<file path="config.mk">
export PLATFORM = sky130hd
export DESIGN_NAME = kbc_ctrl
export DESIGN_NICKNAME = d
export VERILOG_FILES = /design/src/hw/rtl/kbc_pkg.sv /design/src/hw/rtl/kbc_ctrl.sv
export SDC_FILE = /design/constraint.sdc
export NUM_CORES = 1
export LEC_CHECK = 0
export ABC_AREA = 1
export BUFFER_PORTS_ARGS = -buffer_cell sky130_fd_sc_hd__clkbuf_2
export CORE_AREA = 4 4 41 43
export CTS_CLUSTER_DIAMETER = 100
export DETAILED_ROUTE_END_ITERATION = 7
export DIE_AREA = 0 0 45 47
export PLACE_DENSITY = 0.35
export SLEW_MARGIN = 20
export SYNTH_ARGS = -nofsm -noshare
export SYNTH_HDL_FRONTEND = slang
export SYNTH_SLANG_ARGS = --single-unit
export TNS_END_PERCENT = 100
</file>
<file path="constraint.sdc">
create_clock -name clock -period 1.2 [get_ports clock]
set_input_delay 0.36 -clock clock [delete_from_list [all_inputs] [get_ports clock]]
set_output_delay 0.36 -clock clock [all_outputs]
set_load 0.02 [all_outputs]
</file>
<file path="src/hw/rtl/kbc_pkg.sv">
// Shared types and constants of the keyed blit with clipping block.
package kbc_pkg;

   localparam int MAX_ROWS    = 256;
   localparam int MAX_COLS    = 256;
   localparam int ROW_AW      = $clog2(MAX_ROWS);
   localparam int COL_AW      = $clog2(MAX_COLS);
   localparam int ADDR_W      = ROW_AW + COL_AW;
   localparam int STORE_DEPTH = MAX_ROWS * MAX_COLS;

   localparam int CSR_W       = 9;
   localparam int CSR_AW      = 3;
   localparam int REQ_DATA_W  = 48;
   localparam int REQ_USER_W  = 3;
   localparam int RSP_DATA_W  = 32;
   localparam int RSP_USER_W  = 2;

   localparam logic [8:0] ROW_SAT = 9'd511;

   localparam logic [1:0] OP_WRITE = 2'd0;
   localparam logic [1:0] OP_PASTE = 2'd1;
   localparam logic [1:0] OP_READ  = 2'd2;

   localparam logic [CSR_AW-1:0] CSR_OFFSET_ROW  = 3'd0;
   localparam logic [CSR_AW-1:0] CSR_OFFSET_COL  = 3'd1;
   localparam logic [CSR_AW-1:0] CSR_DEST_ROWS   = 3'd2;
   localparam logic [CSR_AW-1:0] CSR_DEST_COLS   = 3'd3;
   localparam logic [CSR_AW-1:0] CSR_SOURCE_COLS = 3'd4;
   localparam logic [CSR_AW-1:0] CSR_BLEND_MODE  = 3'd5;

   typedef struct packed {
      logic [7:0] alpha;
      logic [7:0] blue;
      logic [7:0] green;
      logic [7:0] red;
   } pix_type;

   typedef struct packed {
      logic load;
      logic locate;
      logic read;
      logic commit;
   } cmd_type;

endpackage

</file>
<file path="src/hw/rtl/kbc_ctrl.sv">
// Sequencing state machine of the keyed blit block.
module kbc_ctrl (
   input  logic             clock,
   input  logic             reset,
   input  logic             req_tvalid,
   output logic             req_tready,
   output logic             rsp_tvalid,
   input  logic             rsp_tready,
   output kbc_pkg::cmd_type cmd
);

   typedef enum logic [1:0] {
      ST_IDLE,
      ST_LOCATE,
      ST_READ,
      ST_FINISH
   } state_type;

   state_type state_ff, state_in;
   logic      out_valid_ff, out_valid_in;
   logic      commit;

   assign commit = (state_ff == ST_FINISH) && (!out_valid_ff || rsp_tready);

   always_comb begin
      state_in = state_ff;
      unique case (state_ff)
         ST_IDLE:   if (req_tvalid) state_in = ST_LOCATE;
         ST_LOCATE: state_in = ST_READ;
         ST_READ:   state_in = ST_FINISH;
         ST_FINISH: if (commit) state_in = ST_IDLE;
         default:   state_in = ST_IDLE;
      endcase
   end

   always_comb begin
      if (commit) begin
         out_valid_in = 1'b1;
      end else if (rsp_tready) begin
         out_valid_in = 1'b0;
      end else begin
         out_valid_in = out_valid_ff;
      end
   end

   always_ff @(posedge clock) begin
      if (reset) begin
         state_ff     <= ST_IDLE;
         out_valid_ff <= 1'b0;
      end else begin
         state_ff     <= state_in;
         out_valid_ff <= out_valid_in;
      end
   end

   assign req_tready = (state_ff == ST_IDLE);
   assign rsp_tvalid = out_valid_ff;

   assign cmd.load   = (state_ff == ST_IDLE) && req_tvalid;
   assign cmd.locate = (state_ff == ST_LOCATE);
   assign cmd.read   = (state_ff == ST_READ);
   assign cmd.commit = commit;

endmodule

</file>
Word level (Yosys, flattened, before mapping)
Cells that the tools add are included.
W data, S select, Z words.
{"block": "word_totals", "regBits": 3, "latch_bits": 0, "ramBits": 0, "mem_bits_ro": 0, "in_bits": 4, "output_inout_bits": 6, "word_cells": 19, "mem_count": 0}
{"block": "classes", "n_addsub": 0, "multipliers": 0, "n_div": 0, "n_lt_le_gt_ge": 0, "n_eq_ne": 5, "n_shift": 0, "muxes": 5, "bitwise": 0, "reduce_logical": 7}
{"op": "$pmux W2 S4", "n": 1}
{"op": "$eq A2 B2 Y1 const B", "n": 2}
{"op": "$mux W2", "n": 2}
{"op": "$ne A2 B2 Y1 const B", "n": 2}
{"op": "$eq A2 B1 Y1 const B", "n": 1}
{"op": "$logic_and A1 B1 Y1", "n": 2}
{"op": "$logic_not A2 Y1", "n": 1}
{"op": "$mux W1", "n": 2}
{"op": "$reduce_and A2 Y1", "n": 1}
{"op": "$reduce_bool A2 Y1", "n": 1}
{"op": "$logic_not A1 Y1", "n": 1}
{"op": "$logic_or A1 B1 Y1", "n": 1}

Longest topological paths before layout
{"block": "depth", "depth_word": 5, "ltp_mapped": 6, "depth_no_buf": 6}

Worst setup path after synthesis
OpenSTA, ideal clock, no wires.
{"block": "synth_path", "kind": "register to output", "startpoint": "register state_ff[0]", "endpoint": "output port cmd[3] in the netlist's numbering", "arrival_time_ns": 0.919, "required_time_ns": 0.840, "setup_slack_ns": -0.079, "path_stages_with_launch": 5, "path_buffers": 0, "cell_sequence": "dfxtp_1 inv_1 ha_1 nand2_1 inv_1"}
{"element": "from (decl)", "line_no": "kbc_ctrl.sv:19", "source": "state_type state_ff, state_in;"}
{"element": "from (signal assigned)", "line_no": "kbc_ctrl.sv:51", "source": "state_ff <= state_in;"}
{"element": "to (decl)", "line_no": "kbc_ctrl.sv:9", "source": "output kbc_pkg::cmd_type cmd"}

==> impl_metrics.json <==
{
  "status": "complete, but fails checks",
  "violations": "negative setup slack",
  "timing.final.ws_setup_ns": -0.189,
  "start_kind": "flip-flop",
  "final_core_util": 0.327,
  "crit_type": "reg2out",
  "drive_above_1_share": 0.592,
  "regArea_um2": 67.6,
  "grt_setup_unrepaired": "yes",
  "synth_top_area_share": 0.277,
  "clk_latency_ns": 0.23,
  "relSlewSlack": 0.898,
  "crit_path_end_kind": "primary output",
  "grt_max_degree": 5,
  "setup_tns_ns": -0.747,
  "crit_required_ns": 0.84,
  "total_power_mw": 1.04,
  "avgSynthCellArea_um2": 6.98,
  "io_pins": 10,
  "n_antenna_cell": 0,
  "drc_errors": 0,
  "die_w_um": 45,
  "cts_tree": "yes",
  "routedWlPerCell_um": 8.09,
  "htreeDepth": 1,
  "final_cell_area_um2": 425,
  "synth_top_area_cell": "dfxtp_1",
  "post_dp_cell_area_um2": 315,
  "worst_ep_arrival_time_ns": 1.03,
  "globalplace.congestion": 0.772,
  "setup_viol_count_final": 5,
  "track_usage": 0.0631,
  "fin_crit_sh": 1.16,
  "critPathMaxStageDelay_ns": 0.38,
  "die_y_um": 47,
  "place_inst": 58,
  "syn_to_final_growth_pct": 96.5,
  "grt_pass1_vias": 239,
  "cts_num_sinks": 3,
  "hold_path_class": "in2reg",
  "dr.pass1.iters": 2,
  "clock_path_buffers": 2,
  "hold_slack_ns": 0.306,
  "antenna_found_initial": 0,
  "drv_slew": 0,
  "synth-seq-cells": 3,
  "root_buffer": "clkbuf_4",
  "grt_pass1_wl_um": 862,
  "drt_iter0_drc": 1,
  "clk_pin_slew_worst_paths_ns": 0.04,
  "syn_nets": 39,
  "hold_violations": 0,
  "fin_crit_ns": 1.39,
  "syn_area_um2": 216,
  "multiInputGateArea_um2": 150,
  "yosysWarningCount": 0,
  "stdcell_count": 64,
  "ant_nets": 0,
  "core.rowCount": 13,
  "p_leak_nw": 0.213,
  "worst_clock_skew_ns": 0.00333,
  "power.density_nw_per_um2": 2450,
  "viasPerCell": 3.78,
  "syn_inst": 31,
  "initial_core_util": 0.166,
  "post-place-ws_ns": -0.0558,
  "vdd_drop_max_mv": 0.772,
  "grt_overflow": 0,
  "die_area_um2": 2120,
  "crit_slowest_cell": "dfxtp_4",
  "path_cells": "ha_4 -> inv_2 -> a21oi_2 -> clkbuf_8",
  "maxCapViolCount": 0,
  "core_um2": 1300,
  "synthTopCellsByArea": "dfxtp_1, ha_1, inv_1",
  "yosysSeqAreaShare": 0.277,
  "ys_types": 9,
  "tightest_slew_ns": 0.153,
  "port_buffers": 9,
  "fillers": 154,
  "fmax_mhz": 720,
  "dr_total_vias": 242,
  "numCtsBuffers": 3,
  "cts_hold_buf": 0,
  "nets": 58,
  "routed_wl_um": 518,
  "hpwl_um": 408,
  "worstPathMaxFanout": 4
}
[where the power goes]
group          internal (mW)  leakage (nW)  switching, mW  total, mW
logic                  0.342         0.172          0.305      0.647
clock network          0.125        0.0150         0.0503      0.175
registers              0.154        0.0259         0.0657      0.220
[worst max-delay path, delay by kind of cell, from the launching register on]
| kind | cells | cell delay (ns) |
|---|---|---|
| AO/OA/AOI/OAI | 1 | 0.10 |
| adder cells (fa/ha/maj) | 1 | 0.14 |
| flip-flops | 1 | 0.38 |
| buffers and inverters | 2 | 0.19 |
[area by class of cell]
class | instances | area share
inverters | 8 | 0.0824
flip-flops and latches | 3 | 0.159
multi-input cells | 19 | 0.353
clock buffers | 4 | 0.0618
repair buffers | 15 | 0.300
well taps | 15 | 0.0441
[registers in the layout, indices dropped and copies added, names as in the netlist]
| name | flops |
|---|---|
| rsp_tvalid | 1 |
| state_ff | 2 |
[final timing paths]
kind	startpoint	end	slack (ns)	depth (start not counted)
setup / recovery	state_ff[0]$_SDFFE_PP0P_	cmd[0]	-0.19	4
hold / removal	reset	rsp_tvalid$_SDFFE_PP0P_	0.31	2
setup reg to reg	state_ff[1]$_SDFFE_PP0P_	state_ff[1]$_SDFFE_PP0P_	0.09	7
hold reg to reg	rsp_tvalid$_SDFFE_PP0P_	rsp_tvalid$_SDFFE_PP0P_	0.51	2
[cell families (layout without fill, tap and decap cells)]
family | count (synthesis) | after routing | synth area share
adders and majority gates | 4 | 4 | 0.231
AOI/OAI and AO/OA | 4 | 4 | 0.0925
DFF | 3 | 3 | 0.277
and+or+nand+nor | 11 | 11 | 0.225
buffers and inverters | 9 | 27 | 0.173
[synth_stat cells]
library cell and number:
ha_1 4, nor2_1 3, nand3_1 1, a21oi_1 4, nand3_2 1, buf_4 1
inv_1 8, dfxtp_1 3, nand2_1 6
[per-layer routing]
layer	track usage	vias to the layer above	share of wire
met5	0	-	0
met4	0.0702	0	0
met3	0.0345	0	0.048
met2	0.116	4	0.61
met1	0.0407	110	0.34
li1	-	128	-
[cell usage in the layout (no fill, tap or decap)]
cell	count
a21oi_1	3
a21oi_2	1
buf_2	1
buf_4	6
buf_6	3
buf_8	1
clkbuf_1	1
clkbuf_2	3
clkbuf_4	3
clkbuf_8	1
dfxtp_1	1
dfxtp_4	2
ha_1	2
ha_4	2
inv_1	4
inv_2	2
inv_4	2
nand2_1	5
nand2_2	1
nand3_1	1
nand3_2	1
nor2_1	3
[repair_timing]
item / in CTS / in global routing
hold endpoints to repair: 0 / 0
setup endpoints to repair: 5 / 6
pin swaps: 1 / 2
setup buffers: 1 / 1
gates resized for setup: 16 / 13
No activity file was read; power rests on OpenSTA's default activity.
